<file path="src/sv/outage_logger_window_stats_core_macros.svh">
// assertion macros for the outage logger window statistics core
// used by the top level only, no other dependencies
`ifndef OUTAGE_LOGGER_WINDOW_STATS_CORE_MACROS_SVH
`define OUTAGE_LOGGER_WINDOW_STATS_CORE_MACROS_SVH

// same-cycle implication, checked on every rising edge outside reset
`define OWS_ASSERT_NOW(lbl, ante, cons, msg) \
   lbl: assert property (@(posedge clock) disable iff (reset) (ante) |-> (cons)) \
      else $error(msg);

// next-cycle implication, checked on every rising edge outside reset
`define OWS_ASSERT_NEXT(lbl, ante, cons, msg) \
   lbl: assert property (@(posedge clock) disable iff (reset) (ante) |=> (cons)) \
      else $error(msg);

`endif

</file>
<file path="src/sv/ows_pkg.sv">
// shared types and constants for the outage logger window statistics core
// no dependencies
`default_nettype none

package ows_pkg;

   // field widths
   localparam int TIME_W    = 48;
   localparam int WIN_SEC_W = 29;
   localparam int WIN_US_W  = 49;
   localparam int COUNT_W   = 8;
   localparam int SECS_W    = 31;
   // saturating duration sum, always kept at or below SUM_SAT
   localparam int SUM_W     = 51;
   // wide enough for one million
   localparam int REM_W     = 20;

   localparam int DEF_RECORD_CAPACITY = 128;

   // seconds converter: sum / 10^6 = (sum >> 6) / 15625, and the division by 15625 is a
   // multiply by ceil(2^59 / 15625) keeping product bits from 59 up
   localparam int DIV_PRE_SHIFT = 6;
   localparam int DIV_X_W       = SUM_W - DIV_PRE_SHIFT;
   localparam int RECIP_W       = 46;
   localparam int RECIP_SHIFT   = 59;
   localparam int ACC_W         = DIV_X_W + RECIP_W;
   // one 32 by 32 partial product per cycle
   localparam int DIV_STEPS     = 4;
   localparam logic [RECIP_W-1:0] RECIP_MUL = RECIP_W'(64'd36893488147420);

   localparam logic [REM_W-1:0]     US_PER_SECOND = REM_W'(1000000);
   // smallest sum whose whole seconds exceed the 31-bit maximum
   localparam logic [SUM_W-1:0]     SUM_SAT       = SUM_W'(64'd2147483648000000);
   localparam logic [COUNT_W-1:0]   COUNT_MAX     = '1;
   localparam logic [SECS_W-1:0]    SECS_MAX      = '1;
   localparam logic [WIN_SEC_W-1:0] WINDOW_RESET  = WIN_SEC_W'(604800);

   // register port
   localparam int CSR_ADDR_W = 3;
   localparam int CSR_DATA_W = 32;
   localparam logic CSR_IDX_WINDOW = 1'b0;

   typedef struct packed {
      logic              link_up;
      logic [TIME_W-1:0] time_us;
   } req_type;

   typedef struct packed {
      logic               link_up_out;
      logic [COUNT_W-1:0] outage_count;
      logic [SECS_W-1:0]  outage_seconds;
   } rsp_type;

   // one stored outage
   typedef struct packed {
      logic [TIME_W-1:0] start;
      logic [TIME_W-1:0] duration;
   } rec_type;

   // running totals that walk along the cell row
   typedef struct packed {
      logic               active;
      logic [COUNT_W-1:0] count;
      logic [SUM_W-1:0]   sum;
   } tok_type;

   typedef enum logic [2:0] {
      ST_IDLE,
      ST_LOG,
      ST_LAUNCH,
      ST_SCAN,
      ST_DIV,
      ST_OUT
   } state_type;

endpackage

`default_nettype wire

</file>
<file path="src/sv/ows_sec_div.sv">
// microseconds to whole seconds converter, reciprocal multiply from partial products, saturating
// depends on ows_pkg
`default_nettype none

module ows_sec_div
   import ows_pkg::*;
(
   input  wire logic             clock,
   input  wire logic             reset,
   input  wire logic             start,
   input  wire logic [SUM_W-1:0] sum_us,
   output logic                  done,
   output logic [SECS_W-1:0]     secs
);

   localparam int STEP_W = $clog2(DIV_STEPS);

   logic               busy_ff, busy_in;
   logic               done_ff, done_in;
   logic [STEP_W-1:0]  step_ff, step_in;
   logic               sat_ff, sat_in;
   logic [DIV_X_W-1:0] x_ff, x_in;
   logic [ACC_W-1:0]   acc_ff, acc_in;

   logic [31:0]        mul_a;
   logic [31:0]        mul_b;
   logic [63:0]        product;
   logic [ACC_W-1:0]   shifted;

   // the 45 by 46 bit product is built from four 32 by 32 partial products, one a cycle
   always_comb begin
      x_in    = x_ff;
      acc_in  = acc_ff;
      busy_in = busy_ff;
      done_in = 1'b0;
      step_in = step_ff;
      sat_in  = sat_ff;

      // low or high half of the dividend against low or high half of the reciprocal
      mul_a   = step_ff[1] ? 32'(x_ff[DIV_X_W-1:32]) : x_ff[31:0];
      mul_b   = step_ff[0] ? 32'(RECIP_MUL[RECIP_W-1:32]) : RECIP_MUL[31:0];
      product = mul_a * mul_b;

      case (step_ff)
         STEP_W'(0): shifted = ACC_W'(product);
         STEP_W'(1),
         STEP_W'(2): shifted = ACC_W'(product) << 32;
         default:    shifted = ACC_W'(product) << 64;
      endcase

      if (start) begin
         x_in    = sum_us[SUM_W-1:DIV_PRE_SHIFT];
         acc_in  = '0;
         sat_in  = (sum_us >= SUM_SAT);
         busy_in = 1'b1;
         step_in = '0;
      end else if (busy_ff) begin
         acc_in  = acc_ff + shifted;
         step_in = step_ff + STEP_W'(1);
         if (step_ff == STEP_W'(DIV_STEPS - 1)) begin
            busy_in = 1'b0;
            done_in = 1'b1;
         end
      end
   end

   // control registers
   always_ff @(posedge clock) begin
      if (reset) begin
         busy_ff <= 1'b0;
         done_ff <= 1'b0;
         step_ff <= '0;
      end else begin
         busy_ff <= busy_in;
         done_ff <= done_in;
         step_ff <= step_in;
      end
   end

   // datapath registers
   always_ff @(posedge clock) begin
      sat_ff <= sat_in;
      x_ff   <= x_in;
      acc_ff <= acc_in;
   end

   assign done = done_ff;
   assign secs = sat_ff ? SECS_MAX : acc_ff[RECIP_SHIFT +: SECS_W];

endmodule

`default_nettype wire

</file>
<file path="config.mk">
export PLATFORM = sky130hd
export DESIGN_NAME = ows_sec_div
export DESIGN_NICKNAME = d
export VERILOG_FILES = /design/src/sv/outage_logger_window_stats_core_macros.svh /design/src/sv/ows_pkg.sv /design/src/sv/ows_sec_div.sv
export SDC_FILE = /design/constraint.sdc
export NUM_CORES = 2
export LEC_CHECK = 0
export BUFFER_PORTS_ARGS = -buffer_cell sky130_fd_sc_hd__buf_2
export CAP_MARGIN = 20
export CORE_ASPECT_RATIO = 2
export CORE_MARGIN = 2
export CORE_UTILIZATION = 72
export CTS_CLUSTER_SIZE = 25
export DETAILED_ROUTE_END_ITERATION = 10
export PLACE_DENSITY = 0.9
export SKIP_CTS_REPAIR_TIMING = 1
export SYNTH_ARGS = -nofsm -noshare
export SYNTH_HDL_FRONTEND = slang
export SYNTH_SLANG_ARGS = --single-unit
</file>
<file path="constraint.sdc">
create_clock -name clock -period 16.65 [get_ports clock]
set_input_delay 3.33 -clock clock [delete_from_list [all_inputs] [get_ports clock]]
set_output_delay 3.33 -clock clock [all_outputs]
set_load 0.02 [all_outputs]
</file>
# Word level (Yosys, flattened, before mapping)
# Cells that the tools add are included.
# Widths: inputs -> output; s select.
[word_totals]
output_inout_bits = 32
wordCells = 26
reg_bits = 141
[op_classes]
add_sub_neg = 2
eq_ne = 3
reduce_logical = 4
order_cmp = 1
muxes = 8
n_mul = 1
bitwise_logic = 1
[ops]
columns = ["op", "n"]
rows = [
  ["$pmux 91 s2", 1],
  ["$add 91x91->91", 1],
  ["$mul 32x32->64", 1],
  ["$mux 32", 2],
  ["$ge 51x51->1 const B", 1],
  ["$mux 31", 1],
  ["$eq 2x2->1 const B", 2],
  ["$mux 1", 4],
  ["$reduce_or 2->1", 2],
  ["$reduce_or 3->1", 1],
  ["$add 2x1->2 const B", 1],
  ["$eq 2x1->1 const B", 1],
  ["$logic_not 2->1", 1],
  ["$not 1->1", 1],
]

# Longest topological paths before layout
[depth]
depth_word = 4
mapped_depth = 47
depth_no_buf = 42

# Least setup slack after synthesis
# OpenSTA, ideal clock, no wires.
[synth_path]
path_type = "flip-flop to flip-flop"
from = "register step_ff[1]"
to = "register acc_ff[84]"
required_ns = 16.533
path_stages_with_launch = 40
setup_slack_ns = 5.900
arrival_ns = 10.633
synth_period_minus_slack_ns = 10.750
cell_sequence = "dfxtp_1 clkbuf_1 clkbuf_1 clkbuf_1 nor2b_1 inv_1 nor2_1 ha_1 fa_1 inv_1 fa_1 inv_1 fa_1 fa_1 inv_1 fa_1 inv_1 fa_1 [... 4 more ...] a221oi_1 or3_1 a221o_1 a31o_2 a21oi_2 o31ai_1 or4_1 nand3_1 ha_1 and3_1 and2_1 a221o_1 o31a_1 and4_1 o21ai_4 a211oi_2 or4_1 a32o_1"
[synth_via]
elab_chain_len = 4
elab_cells_between_ends = 8
cone_classes = "1 x add/sub; 1 x mul; 2 x eq/ne; 2 x mux; 2 x reduce/logical"
[synth_rtl]
columns = ["element", "line_no", "text"]
rows = [
  ["from (decl)", "ows_sec_div.sv:20", "logic [STEP_W-1:0] step_ff, step_in;"],
  ["from (signal assigned)", "ows_sec_div.sv:76", "step_ff <= step_in;"],
  ["$mux 32 (tied with other cells)", "ows_sec_div.sv:40", "mul_a = step_ff[1] ? 32'(x_ff[DIV_X_W-1:32]) : x_ff[31:0];"],
  ["$mul 32x32->64 / $reduce_or 2->1 (equally long branches)", "ows_sec_div.sv:42, ows_sec_div.sv:44", ""],
  ["$pmux 91 s2 *", "ows_sec_div.sv:44", "case (step_ff)"],
  ["$add 91x91->91 *", "ows_sec_div.sv:58", "acc_in = acc_ff + shifted;"],
  ["to (signal assigned)", "ows_sec_div.sv:84", "acc_ff <= acc_in;"],
  ["to (decl)", "ows_sec_div.sv:23", "logic [ACC_W-1:0] acc_ff, acc_in;"],
]
# Mark *: on every way between the ends. The rest lies on a longest branch, timed or not.
# A chain may end at the register's enable or synchronous reset.

# Worst setup path in the final report
[layout_path]
from = "register step_ff[1]"
to = "register acc_ff[87]"
# The elaborated chain is that of the path after synthesis.

==> impl_metrics.env <==
export IMPL_ant_nets=0
export IMPL_clock_skew_ps=20.8
export IMPL_cp_required_ps=16990
export IMPL_drv_cap=0
export IMPL_path_buf_inv=5
export IMPL_top_level_ports=86
export IMPL_grt_max_degree=71
export IMPL_drc_errors=0
export IMPL_slew_viol_final=0
export IMPL_coreArea_um2=45800
export IMPL_synthArstFlopShare=0
export IMPL_grt_pass1_wl_mm=175
export IMPL_grt_pass1_vias=31687
export IMPL_synth_edf_count=46
export IMPL_first_pass_iters=6
export IMPL_htreeDepth=4
export IMPL_routabilityCongestion=1.05
export IMPL_synthSimpleGateAreaFrac=0.112
export IMPL_synth_xor_area_share=0.0354
export IMPL_synth_area_per_cell_um2=8.97
export IMPL_syn_cell_area_um2=33400
export IMPL_hold_start="acc_ff[45]"
export IMPL_final_util=0.767
export IMPL_clock_latency_ps=480
export IMPL_synthMuxAreaShare=0.0181
export IMPL_synth_nets=4822
export IMPL_drive_gt1_frac=0.0664
export IMPL_fin_tns_setup_ps=0
export IMPL_wl_mm=113
export IMPL_critPathMaxFanout=30
export IMPL_setup_worst_path_start_class="flop"
export IMPL_synth_top_family_by_area="adder cells"
export IMPL_final_min_clock_period_ps=14060
export IMPL_numCtsBuffers=17
export IMPL_area_delta_synth_final_pct=5.18
export IMPL_fin_nets=4863
export IMPL_ctsRootBufferMaster="clkbuf_16"
export IMPL_finalHoldViolCount=0
export IMPL_rows=111
export IMPL_dieArea_um2=48300
export IMPL_synth_top_cells_by_area="fa_1, ha_1, inv_1, dfxtp_1, edfxtp_1"
export IMPL_relSlewSlack=0.160
export IMPL_viasPerCell=6.62
export IMPL_yosysTopAreaCell="fa_1"
export IMPL_cpPeakStageDelay_ps=990
export IMPL_cts_sinks=140
export IMPL_dr_total_vias=28749
export IMPL_critPathCaptureType="flop"
export IMPL_crit_family="adder cells"
export IMPL_worstReg2RegStart="step_ff[1]"
export IMPL_reg2reg_to="acc_ff[87]"
export IMPL_filler_cell_count=3104
export IMPL_drtIter0Drc=2659
export IMPL_critPathMostFrequentCell="fa_1"
export IMPL_dpl_hpwl_mm=91.8
export IMPL_clockBufferDepth=2
export IMPL_ys_seq_area_frac=0.0976
export IMPL_slowest_stage="a41oi_1"
export IMPL_initial_core_util=0.729
export IMPL_cp_startpoint="step_ff[1]"
export IMPL_antenna_found_initial=3
export IMPL_avgRoutedWirePerCell_um=25.9
export IMPL_r2r_setup_slack_ps=2590
export IMPL_worst_setup_path_type="reg -> reg"
export IMPL_die_x_um=156
export IMPL_synth_compound_area_frac=0.134
export IMPL_io_buffers=79
export IMPL_worst_slew_pin_slew_ps=1250
export IMPL_worst_r2r_path_depth=37
export IMPL_status="finished, final reports clean"
export IMPL_grt_ovfl_total=0
export IMPL_path_clk_slew_ps=70
export IMPL_track_usage=0.493
export IMPL_arrival_ps=14400
export IMPL_netlist_instances=3726
export IMPL_synth_flop_cell="dfxtp_1"
export IMPL_synth_top_area_share=0.298
export IMPL_yosysWarnings=0
export IMPL_fp_dieH_um=309
export IMPL_hp_class="reg -> reg"
export IMPL_path_depth=37
export IMPL_clock_fmax_ghz=0.0711
export IMPL_rsz0062_at_grt="no"
export IMPL_synth_seq_cells=140
export IMPL_setup_viol=0
export IMPL_synthAdderAreaFrac=0.502
export IMPL_cts_tree="yes"
export IMPL_endpoint="acc_ff[87]"
export IMPL_min_period_over_period=0.844
export IMPL_ys_types=87
==> cells in the final DEF, fill, tap and decap left out, types with 11 or more instances in the layout <==
master / instances
a211oi_1: 22
a21boi_0: 15
a21o_1: 81
a21oi_1: 197
a22o_1: 23
a31oi_1: 25
and2_1: 43
and3_1: 29
buf_2: 78
buf_4: 58
clkbuf_16: 18
dfxtp_1: 92
edfxtp_1: 46
fa_1: 498
ha_1: 544
inv_1: 764
mux2i_1: 55
nand2_1: 213
nand2b_1: 17
nand3_1: 33
nand4_1: 40
nor2_1: 238
nor2b_1: 32
nor3_1: 42
o211ai_1: 15
o21a_1: 15
o21ai_0: 110
o21bai_1: 32
o22ai_1: 26
o31ai_1: 20
or2_2: 46
or3_1: 11
xnor2_1: 84
xor2_1: 50
==> cells by family (layout without fill, tap and decap cells) <==
family	count (synthesis)	after routing
muxes	60	60
AOI/OAI and AO/OA	680	680
DFF	140	140
buffers and inverters	883	937
xor gates and xnor gates	135	135
and+or+nand+nor	786	786
adders and majority gates	1042	1042
other	0	1
==> worst min-delay path by stage <==
stage | to | slack (ps) | depth (start not counted)
after floorplan | acc_ff[39] | 430 | 2
after global placement | acc_ff[45] | 440 | 2
after detailed placement | acc_ff[39] | 450 | 2
after CTS | acc_ff[39] | 470 | 2
after global routing | acc_ff[45] | 500 | 2
final | acc_ff[45] | 470 | 2
==> per-stage QoR <==
step | worst slack (ps) | hold slack [ps] | cell area [µm²] | cells
2_1_floorplan | 5900 | 432 | 33400 | 3726
3_3_place_gp | 3770 | 445 | 34500 | 4309
3_5_place_dp | 3660 | 449 | 34500 | 4309
4_1_cts | 3500 | 467 | 35100 | 4341
5_1_grt | 2360 | 501 | 35200 | 4345
6_report | 2590 | 468 | 35200 | 4346
==> flip-flops by register name, summed over array words and instances, names as in the netlist <==
signal	cells
sat_ff	1
x_ff	45
done	1
step_ff	2
busy_ff	1
acc_ff	90
==> worst reg2reg max path, delay by kind of cell, from the launching register on <==
family	cells	cell delay (ps)
fa+ha+maj	10	4540
compound gates	12	4240
simple gates	7	2320
buf+inv	5	1690
xor+xnor	2	540
flops	1	370
mux	1	280
==> synthesized netlist by cell type, types with 7 or more instances <==
cell type / number
a211oi_1: 22
a21boi_0: 15
a21o_1: 81
a21oi_1: 197
a221o_1: 8
a22o_1: 23
a31oi_1: 25
and2_1: 43
and3_1: 29
and4_1: 7
clkbuf_1: 99
dfxtp_1: 94
edfxtp_1: 46
fa_1: 498
ha_1: 544
inv_1: 764
mux2i_1: 56
nand2_1: 213
nand2b_1: 17
nand3_1: 33
nand4_1: 40
nor2_1: 240
nor2b_1: 34
nor3_1: 42
nor4_1: 9
o211ai_1: 15
o21a_1: 15
o21ai_0: 110
o21bai_1: 32
o22ai_1: 26
o31ai_1: 20
or2_2: 46
or3_1: 11
xnor2_1: 85
xor2_1: 50
==> layout make-up <==
type	count	area [µm²]	share of cell area
Clock inverter	13	148	0.00420
Inverter	767	2880	0.0819
Sequential cell	140	3270	0.0930
Antenna cell	1	2.50	0.0000712
Clock buffer	19	454	0.0129
Tap cell	565	707	0.0201
Multi-Input combinational cell	2703	26800	0.763
Timing Repair Buffer	138	865	0.0246
==> layer usage <==
| metal | vias up | GRT usage | wire [µm] |
|---|---|---|---|
| met5 | - | 0 | 13 |
| met4 | 2 | 0.555 | 16200 |
| met3 | 987 | 0.166 | 10400 |
| met2 | 1849 | 0.791 | 53500 |
| met1 | 13590 | 0.456 | 32600 |
| li1 | 12321 | - | - |
Power is left out: the tool's default activity adds up to more than one toggle a clock period on the data nets, which glitch-free logic cannot reach.
