===== src/sv/outage_logger_window_stats_core_macros.svh =====
// assertion macros for the outage logger window statistics core
// used by the top level only, no other dependencies
`ifndef OUTAGE_LOGGER_WINDOW_STATS_CORE_MACROS_SVH
`define OUTAGE_LOGGER_WINDOW_STATS_CORE_MACROS_SVH

// same-cycle implication, checked on every rising edge outside reset
`define OWS_ASSERT_NOW(lbl, ante, cons, msg) \
   lbl: assert property (@(posedge clock) disable iff (reset) (ante) |-> (cons)) \
      else $error(msg);

// next-cycle implication, checked on every rising edge outside reset
`define OWS_ASSERT_NEXT(lbl, ante, cons, msg) \
   lbl: assert property (@(posedge clock) disable iff (reset) (ante) |=> (cons)) \
      else $error(msg);

`endif


===== src/sv/ows_pkg.sv =====
// shared types and constants for the outage logger window statistics core
// no dependencies
`default_nettype none

package ows_pkg;

   // field widths
   localparam int TIME_W    = 48;
   localparam int WIN_SEC_W = 29;
   localparam int WIN_US_W  = 49;
   localparam int COUNT_W   = 8;
   localparam int SECS_W    = 31;
   // saturating duration sum, always kept at or below SUM_SAT
   localparam int SUM_W     = 51;
   // wide enough for one million
   localparam int REM_W     = 20;

   localparam int DEF_RECORD_CAPACITY = 128;

   // seconds converter: sum / 10^6 = (sum >> 6) / 15625, and the division by 15625 is a
   // multiply by ceil(2^59 / 15625) keeping product bits from 59 up
   localparam int DIV_PRE_SHIFT = 6;
   localparam int DIV_X_W       = SUM_W - DIV_PRE_SHIFT;
   localparam int RECIP_W       = 46;
   localparam int RECIP_SHIFT   = 59;
   localparam int ACC_W         = DIV_X_W + RECIP_W;
   // one 32 by 32 partial product per cycle
   localparam int DIV_STEPS     = 4;
   localparam logic [RECIP_W-1:0] RECIP_MUL = RECIP_W'(64'd36893488147420);

   localparam logic [REM_W-1:0]     US_PER_SECOND = REM_W'(1000000);
   // smallest sum whose whole seconds exceed the 31-bit maximum
   localparam logic [SUM_W-1:0]     SUM_SAT       = SUM_W'(64'd2147483648000000);
   localparam logic [COUNT_W-1:0]   COUNT_MAX     = '1;
   localparam logic [SECS_W-1:0]    SECS_MAX      = '1;
   localparam logic [WIN_SEC_W-1:0] WINDOW_RESET  = WIN_SEC_W'(604800);

   // register port
   localparam int CSR_ADDR_W = 3;
   localparam int CSR_DATA_W = 32;
   localparam logic CSR_IDX_WINDOW = 1'b0;

   typedef struct packed {
      logic              link_up;
      logic [TIME_W-1:0] time_us;
   } req_type;

   typedef struct packed {
      logic               link_up_out;
      logic [COUNT_W-1:0] outage_count;
      logic [SECS_W-1:0]  outage_seconds;
   } rsp_type;

   // one stored outage
   typedef struct packed {
      logic [TIME_W-1:0] start;
      logic [TIME_W-1:0] duration;
   } rec_type;

   // running totals that walk along the cell row
   typedef struct packed {
      logic               active;
      logic [COUNT_W-1:0] count;
      logic [SUM_W-1:0]   sum;
   } tok_type;

   typedef enum logic [2:0] {
      ST_IDLE,
      ST_LOG,
      ST_LAUNCH,
      ST_SCAN,
      ST_DIV,
      ST_OUT
   } state_type;

endpackage

`default_nettype wire


===== src/sv/ows_cell.sv =====
// one record cell of the outage log row: holds a record and adds it to the passing totals
// depends on ows_pkg
`default_nettype none

module ows_cell
   import ows_pkg::*;
(
   input  wire logic                clock,
   input  wire logic                reset,
   input  wire logic                rec_shift,
   input  wire logic                rec_valid,
   input  wire rec_type             rec_in,
   output rec_type                  rec_out,
   input  wire tok_type             tok_in,
   output tok_type                  tok_out,
   input  wire logic [TIME_W-1:0]   now,
   input  wire logic [WIN_US_W-1:0] window_us
);

   rec_type rec_ff;
   tok_type tok_ff;
   tok_type tok_in_next;

   logic [TIME_W:0]  age;
   logic             hit;
   logic [SUM_W:0]   sum_wide;

   // record storage, shifted along on each append
   always_ff @(posedge clock) begin
      if (rec_shift) begin
         rec_ff <= rec_in;
      end
   end

   // window test: start in the future, or age shorter than the window
   always_comb begin
      age      = {1'b0, now} - {1'b0, rec_ff.start};
      hit      = rec_valid && (age[TIME_W] || ({1'b0, age[TIME_W-1:0]} < window_us));
      sum_wide = {1'b0, tok_in.sum} + (SUM_W+1)'(rec_ff.duration);

      tok_in_next = tok_in;
      if (hit) begin
         if (tok_in.count != COUNT_MAX) begin
            tok_in_next.count = tok_in.count + COUNT_W'(1);
         end
         if (sum_wide >= (SUM_W+1)'(SUM_SAT)) begin
            tok_in_next.sum = SUM_SAT;
         end else begin
            tok_in_next.sum = sum_wide[SUM_W-1:0];
         end
      end
   end

   // hand the totals to the next cell
   always_ff @(posedge clock) begin
      if (reset) begin
         tok_ff <= '0;
      end else begin
         tok_ff <= tok_in_next;
      end
   end

   assign rec_out = rec_ff;
   assign tok_out = tok_ff;

endmodule

`default_nettype wire


===== config.mk =====
export PLATFORM = sky130hd
export DESIGN_NAME = ows_cell
export DESIGN_NICKNAME = d
export VERILOG_FILES = /design/src/sv/outage_logger_window_stats_core_macros.svh /design/src/sv/ows_pkg.sv /design/src/sv/ows_cell.sv
export SDC_FILE = /design/constraint.sdc
export NUM_CORES = 1
export LEC_CHECK = 0
export BUFFER_PORTS_ARGS = -buffer_cell sky130_fd_sc_hd__buf_2
export CAP_MARGIN = 5
export CORE_ASPECT_RATIO = 1.5
export CORE_MARGIN = 8
export CORE_UTILIZATION = 28
export DETAILED_ROUTE_END_ITERATION = 8
export HOLD_SLACK_MARGIN = 0.02
export SYNTH_ARGS = -nofsm -noshare
export SYNTH_HDL_FRONTEND = slang
export SYNTH_SLANG_ARGS = --single-unit

===== constraint.sdc =====
create_clock -name clock -period 8.67 [get_ports clock]
set_clock_uncertainty 0.1 [all_clocks]
set_input_delay 2.1675 -clock clock [delete_from_list [all_inputs] [get_ports clock]]
set_output_delay 2.1675 -clock clock [all_outputs]
set_load 0.1 [all_outputs]

# After elaboration in Yosys (flattened, before gate mapping)
# Cells that the tools add are included.
# op_classes
n_addsub	3
magnitude_cmp	2
n_eq_ne	1
muxes	3
n_reduce_logical	2
# ops
operator	n
59-bit two-way mux	1
51-bit by 48-bit adder with 52-bit output	1
52-bit by 51-bit greater-or-equal comparator with 1-bit output (second input constant)	1
51-bit two-way mux	1
48-bit by 49-bit < comparator with 1-bit output	1
48-bit by 48-bit subtractor with 49-bit output	1
8-bit by 1-bit adder with 8-bit output (second input constant)	1
8-bit two-way mux	1
8-bit != test (second input constant)	1
1-bit logical AND	1
1-bit logical OR	1
# word_totals
ff_bits	156
inputBits	257
output_inout_bits	156
elab_cells	16

# Longest topological paths before layout
# Gate-level depths: netlist of run 1.
# depth
word_depth	5
depth_mapped	28
ltp_nobuf	27

# Worst setup path before layout of run 1
# Ideal clock, no wire load.
# synth_path
path_type	input to register
startpoint	in now[1]
endpoint	reg tok_ff (netlist bit tok_out[10])
setup_time_ns	0.061
t_arrival_ns	6.611
required_time_ns	8.509
slack_ns	1.898
cell_stages	23
path_buffers	2
path_cell_list	ha_1 nor2b_1 o21ai_1 a21boi_1 o31a_1 a2111oi_4 o21ai_0 a21o_1 a21oi_1 xnor2_1 ha_1 nand4_1 nor4_1 nand2_1 a21oi_1 o31ai_1 a2111oi_0 o21ai_0 a22o_1 buf_2 nor2_1 clkbuf_1 a32o_1
# synth_between
elab_chain_len	5
# synth_rtl
element	line	text
start: declaration	ows_cell.sv:16	input wire logic [TIME_W-1:0] now,
48-bit by 48-bit subtractor with 49-bit output *	ows_cell.sv:37	age = {1'b0, now} - {1'b0, rec_ff.start};
48-bit by 49-bit < comparator with 1-bit output	ows_cell.sv:38	hit = rec_valid && (age[TIME_W] || ({1'b0, age[TIME_W-1:0]} < window_us));
1-bit logical OR *	ows_cell.sv:38	
1-bit logical AND *	ows_cell.sv:38	
59-bit two-way mux *	ows_cell.sv:42	if (hit) begin
end signal: assignment	ows_cell.sv:59	tok_ff <= tok_in_next;
end: declaration	ows_cell.sv:21	tok_type tok_ff;
# Mark *: on every way between the ends. The rest lies on a longest branch, timed or not.
# A chain may end at the register's enable or synchronous reset.

# Worst setup path after layout of run 1
# layout_path
startpoint	in now[0]
endpoint	reg tok_ff (netlist bit tok_out[9])
# The elaborated chain is that of the path after synthesis.

==> flow_summary.toml, run 1 <==
[logic_synthesis]
yosysTopAreaCellShare_pct = 24.56
async_flop_share_pct = 0
synth_area_sq_um = 11740
syn_nets = 1682
yosys.area.top_type = "edfxtp_1"
synth.avg_cell_area_sq_um = 9.177
seq_area_frac_synth_pct = 34.79
synth_seq_cells = 156
post-synth-top-count-cell = "ha_1"
synth_edf_count = 96
ys_top_cells_by_count = "ha_1 (144), a21oi_1 (143), inv_1 (134)"
yosysWarnings = 0
ys.flop_type = "edfxtp_1"
netlist_instances = 1279
synth.area.top_cells = "edfxtp_1 (25%), ha_1 (15%), dfxtp_1 (10%)"
synth.distinct_cells = 81

[cells_and_area]
fin_area_sq_um = 14920
area_growth_pct = 27.13
nets = 2067
fill_cells = 4355
drive_above_1_share_pct = 28.09

[floorplan]
coreArea_sq_um = 41670
die_w_um = 183.2
rows = 92
die_h_um = 266.8
initial_core_util_pct = 28.17
die-area_sq_um = 48860
ios = 413

[critical_path]
cp-end-kind = "flip-flop"
critical_path_peak_fanout = 43
cp-endpoint = "tok_out[9]$_SDFF_PP0_"
critPathBufInv = 2
cp.required_ps = 8960
crit_start = "now[0]"
setup.worst_path.class = "input port to flip-flop"
reg2reg_to = "tok_out[9]$_SDFF_PP0_"
cpLargestDelayFamily = "compound AO/OA/AOI/OAI gates"
cp_slowest_cell = "nor2b_4"
cp_num_cells = 26
r2r_start = "rec_out[49]$_DFFE_PP_"
rrSetupSlack_ps = 2080
cp.arrival_ps = 8320
cpPeakStageDelay_ps = 980
rr_worst_depth = 22
start_kind = "input port"

[sta]
setup_viol = 0
relSlewSlack_pct = 24.89
drv_slew = 0
hold_viol_final = 0
worstMarginPinSlew_ps = 1122
timing.fmax_ghz = 0.1246
fin_tns_setup_ps = 0
fin_crit_ps = 8029
min_period_over_period_pct = 92.60
rsz0062_at_grt = "no"

[placed_design]
dpl.hpwl_um = 35370
port_buffers = 412
placed_cell_area_sq_um = 14320
place_congestion = 0.8987

[drt]
drt-initial-drc-count = 525
vias_per_cell = 4.984
drc = 0
wire_per_inst_um = 18.84
first_pass_iters = 5
drtAntennaViolNets = 0
drt-total-wl_um = 42360
vias = 11210

[power_and_ir_drop]
vdd_ir_drop_max_v = 0.0001810
powerDensity_nw_per_um2 = 219.6
p_leak_nw = 7.138

[cts]
cts.sinks = 156
clock_latency_ps = 460
clock_path_buffers = 2
post-cts-setup-buffers = 0
ctsHoldBuffers = 0
cts-root-buf = "clkbuf_16"
cts.repair.resized = 0
htree_levels = 4
cts_tree = "built"
clk_pin_slew_ps = 70
cts_made_buffers = 17

[job]
maxCapViolations = 0

[global_route]
grt_pass1_wl_um = 63590
grt_pass1_vias = 11810
grt_max_degree = 52
overflow = 0
grt_antenna_before_repair = 15
grt.total_usage_pct = 16.91

[status]
outcome = "finished, final reports clean"

[worst_hold_path]
hold_path_class = "flip-flop to flip-flop"
[where the power goes]
group          internal (mW)  switching, mW  leakage, nW
registers              0.876         0.0392         1.44
clock network          0.431          0.355        0.286
logic                  0.431           1.15         5.41
[cells by family (layout without fill, tap and decap cells)]
logic type | after synthesis | count (layout) | synth area share (%)
AOI/OAI and AO/OA | 414 | 414 | 24.04
xor gates and xnor gates | 86 | 86 | 6.417
adders and majority gates | 146 | 146 | 15.69
buffers and inverters | 184 | 582 | 6.406
DFF | 156 | 156 | 34.79
muxes | 2 | 2 | 0.1706
other | 0 | 7 | 0
and+or+nand+nor | 291 | 291 | 12.48
[worst min path at each step]
| stage | cells after the start | slack [ps] | startpoint | end |
|---|---|---|---|---|
| finish | 2 | 560 | rec_out[0]$_DFFE_PP_ | tok_out[0]$_SDFF_PP0_ |
| global route | 2 | 620 | rec_out[0]$_DFFE_PP_ | tok_out[0]$_SDFF_PP0_ |
| CTS | 2 | 580 | rec_out[0]$_DFFE_PP_ | tok_out[0]$_SDFF_PP0_ |
| detailed placement | 2 | 560 | rec_out[0]$_DFFE_PP_ | tok_out[0]$_SDFF_PP0_ |
| global placement | 2 | 560 | rec_out[0]$_DFFE_PP_ | tok_out[0]$_SDFF_PP0_ |
| floorplan | 2 | 1240 | rec_out[0]$_DFFE_PP_ | tok_out[0]$_SDFF_PP0_ |
[sequential cells by signal (all words and copies together), names as in the netlist]
name     cells
rec_out     96
tok_out     60
[cell usage in the layout, fill, tap and decap left out, types with 4 or more instances in the layout]
master / instances
a211oi_1: 4
o21a_1: 11
o21ai_0: 52
nand4_1: 30
buf_2: 411
a311oi_1: 4
edfxtp_1: 96
a21boi_1: 4
nor3_1: 15
a31oi_1: 9
o21bai_1: 20
o211ai_1: 9
a21boi_0: 4
nor2_1: 70
nand2_1: 80
a32o_1: 43
xor2_1: 28
a22oi_1: 4
nand2b_1: 9
and2_1: 4
inv_1: 134
ha_1: 144
diode_2: 7
nand3_1: 21
buf_4: 5
o31ai_1: 9
inv_6: 4
clkbuf_16: 17
a21o_1: 46
and4_1: 6
xnor2_1: 58
and3_1: 17
dfxtp_1: 60
nor2b_1: 15
o21ai_1: 6
a21oi_1: 143
[routing by layer]
layer  up-vias  share of wire, %  global-route usage, %
li1       5483                 -                      -
met1      5231                35                  15.49
met3        85               6.9                  5.435
met4        12               4.3                  9.035
met2       394                54                  32.41
met5         -              0.17                      0
[worst reg2reg max path: cells and delay by family, from the launching register on]
family,cells,cell delay (ps)
AO/OA/AOI/OAI,12,3580
XOR/XNOR,1,150
adder cells (fa/ha/maj),2,490
buffers and inverters,1,80
flip-flops,1,430
AND/OR/NAND/NOR,6,1720
[cell type report]
cell class                 instances  area [sq um]  area share (%)
antenna                            7         17.52          0.1174
clock buffer                      18         429.2           2.876
clock inverter                    14         160.2           1.073
inverter                         134         503.0           3.371
multi-input combinational        939          6928           46.43
sequential                       156          4084           27.37
tap                              564         705.7           4.729
timing repair buffer             416          2095           14.04
[per-stage QoR]
step	total power, mW	hold slack, ps	setup WS, ps	util (%)	std cells
floorplan	2.159	1239	1898	-	1279
global placement	2.491	555.6	216.6	34.35	2209
detailed placement	2.508	560.8	69.84	34.35	2209
CTS	3.319	582.9	562.9	35.77	2241
global route	3.453	619.2	95.43	35.81	2248
finish	3.277	561.8	641.2	35.81	2248
(Power assumes the default switching activity.)
==> run 2, diff against run 1 <==
==> constraint.sdc (replaced) <==
create_clock -name clock -period 9.5 [get_ports clock]
set_clock_uncertainty 0.1 [all_clocks]
set_input_delay 2.375 -clock clock [delete_from_list [all_inputs] [get_ports clock]]
set_output_delay 2.375 -clock clock [all_outputs]
set_load 0.1 [all_outputs]
==> run 2 against run 1 <==
Setup slack gained 640 ps. Combinational power decreased by 8%. First-iteration DRC count increased by 16%. Via count down 0.63%. Non-clock buffer count grew 2. Final area hardly changed. Sequential power is 8.8% lower. Worst hold slack improved by 1.0 ps. Sequential cell count stayed put. Critical path depth rose by 2. Critical endpoint is now tok_out[15]$_SDFF_PP0_.
==> flow_summary.toml, run 2 (same netlist as run 1, synthesis figures left out) <==
[status]
outcome = "finished, final reports clean"

[power_and_ir_drop]
combPwrFrac_pct = 48.3
swShare_pct = 47.06
powerDensity_nw_per_um2 = 200.6
p_int_mw = 1.585
power_mw = 2.994
switchingPower_mw = 1.409
p_leak_nw = 7.145
p_seq_share_pct = 27.9
vdd_ir_drop_max_v = 0.0001284
clkPwrFrac_pct = 23.8

[sta]
drv_slew = 0
hold_viol_final = 0
fin_tns_setup_ps = 0
setup_viol = 0
worstMarginPinSlew_ps = 919.4
timing.fmax_ghz = 0.1217
setup_ws_ps = 1282
relSlewSlack_pct = 37.91
rsz0062_at_grt = "no"
min_period_over_period_pct = 86.50
fin_crit_ps = 8218

[cts]
ctsHoldBuffers = 0
htree_levels = 4
clock_path_buffers = 2
cts.sinks = 156
cts-root-buf = "clkbuf_16"
post-cts-setup-buffers = 0
clock_latency_ps = 460
cts_tree = "built"
cts.repair.resized = 0
clk_pin_slew_ps = 70
cts_made_buffers = 17

[cells_and_area]
drive_above_1_share_pct = 28.11
final_common_cell = "buf_2"
area_growth_pct = 27.16
fin_area_sq_um = 14930
final_cell_mix = "buf_2 (411), ha_1 (144), a21oi_1 (143), inv_1 (134), edfxtp_1 (96)"
nets = 2069
largest_reg_flops = 96

[critical_path]
crit_start = "now[0]"
cp-endpoint = "tok_out[15]$_SDFF_PP0_"
cp_slowest_cell = "nor2_4"
r2r_start = "rec_out[49]$_DFFE_PP_"
rrSetupSlack_ps = 2850
reg2reg_to = "tok_out[15]$_SDFF_PP0_"
start_kind = "input port"
setup.worst_path.class = "input port to flip-flop"
cpPeakStageDelay_ps = 500
rr_worst_depth = 24
cp-end-kind = "flip-flop"
cp.required_ps = 9800
critical_path_peak_fanout = 24
cp.arrival_ps = 8510

[placed_design]
place_congestion = 0.9087
post-place-ws_ps = 827.0
placed_cell_area_sq_um = 14330
port_buffers = 412
dpl.hpwl_um = 36220

[global_route]
grt_antenna_before_repair = 13
grt.total_usage_pct = 17.10
grt_max_degree = 52
overflow = 0
grt_pass1_wl_um = 64270
grt_pass1_vias = 11820

[drt]
first_pass_iters = 6
drt-total-wl_um = 43320
vias_per_cell = 4.955
drc = 0
drt-initial-drc-count = 608
vias = 11130
wire_per_inst_um = 19.28
drtAntennaViolNets = 0

[floorplan]
rows = 92
die-area_sq_um = 48860
initial_core_util_pct = 28.17
die_w_um = 183.2
coreArea_sq_um = 41670
ios = 413
die_h_um = 266.8

[worst_hold_path]
hold_path_class = "flip-flop to flip-flop"

[job]
maxCapViolations = 0
-- run 2: cell types whose count changed in the layout (fill, tap and decap cells not counted), sizes merged --
cell | previous run | this run
clkinv | 4 | 5
clkbuf | 18 | 17
diode | 7 | 4
buf | 416 | 418
-- run 2: worst min-delay path by stage --
stage | start | slack [ps] | to | cells past startpoint
6_report | rec_out[0]$_DFFE_PP_ | 560 | tok_out[0]$_SDFF_PP0_ | 2
5_1_grt | rec_out[0]$_DFFE_PP_ | 610 | tok_out[0]$_SDFF_PP0_ | 2
4_1_cts | rec_out[0]$_DFFE_PP_ | 580 | tok_out[0]$_SDFF_PP0_ | 2
3_5_place_dp | rec_out[0]$_DFFE_PP_ | 570 | tok_out[0]$_SDFF_PP0_ | 2
3_3_place_gp | rec_out[0]$_DFFE_PP_ | 560 | tok_out[0]$_SDFF_PP0_ | 2
2_1_floorplan | rec_out[0]$_DFFE_PP_ | 1240 | tok_out[0]$_SDFF_PP0_ | 2
-- run 2: worst max-delay path: cells and delay by family --
| kind | cells | cell delay, ps |
|---|---|---|
| AO/OA/AOI/OAI | 12 | 2990 |
| AND/OR/NAND/NOR | 8 | 1590 |
| buffers and inverters | 4 | 750 |
| adder cells (fa/ha/maj) | 3 | 680 |
| XOR/XNOR | 1 | 90 |
-- run 2: stage by stage --
stage	utilization (%)	hold WS, ps	std cells
floorplan	-	1239	1279
global placement	34.39	560.2	2211
detailed placement	34.39	570.9	2211
CTS	35.79	579.5	2243
global route	35.81	614.9	2245
finish	35.82	562.8	2247
-- run 2: layout make-up --
cell class	count	area [sq um]
inverters	134	503.0
repair buffers	418	2110
fillers	4391	26740
multi-input cells	939	6928
clock inverters	15	160.2
well taps	564	705.7
clock buffers	17	425.4
diodes	4	10.01
flip-flops and latches	156	4084
-- run 2: power by group through the flow --
stage	logic [mW]	registers, mW	clock network (mW)
6_report	1.45	0.835	0.712
5_1_grt	1.55	0.843	0.765
3_5_place_dp	1.45	0.850	0
4_1_cts	1.45	0.837	0.742
2_1_floorplan	0.578	1.39	0
3_3_place_gp	1.43	0.853	0
-- run 2: layer usage --
metal  share of wire (%)  wire length (um)  vias up  GRT usage, %
met1                  35             15010     5174         15.45
met2                  55             23670      384         33.73
met5                0.21                92        -             0
li1                    -                 -     5476             -
met3                 6.7              2921       86         5.190
met4                 3.7              1621       14         8.197
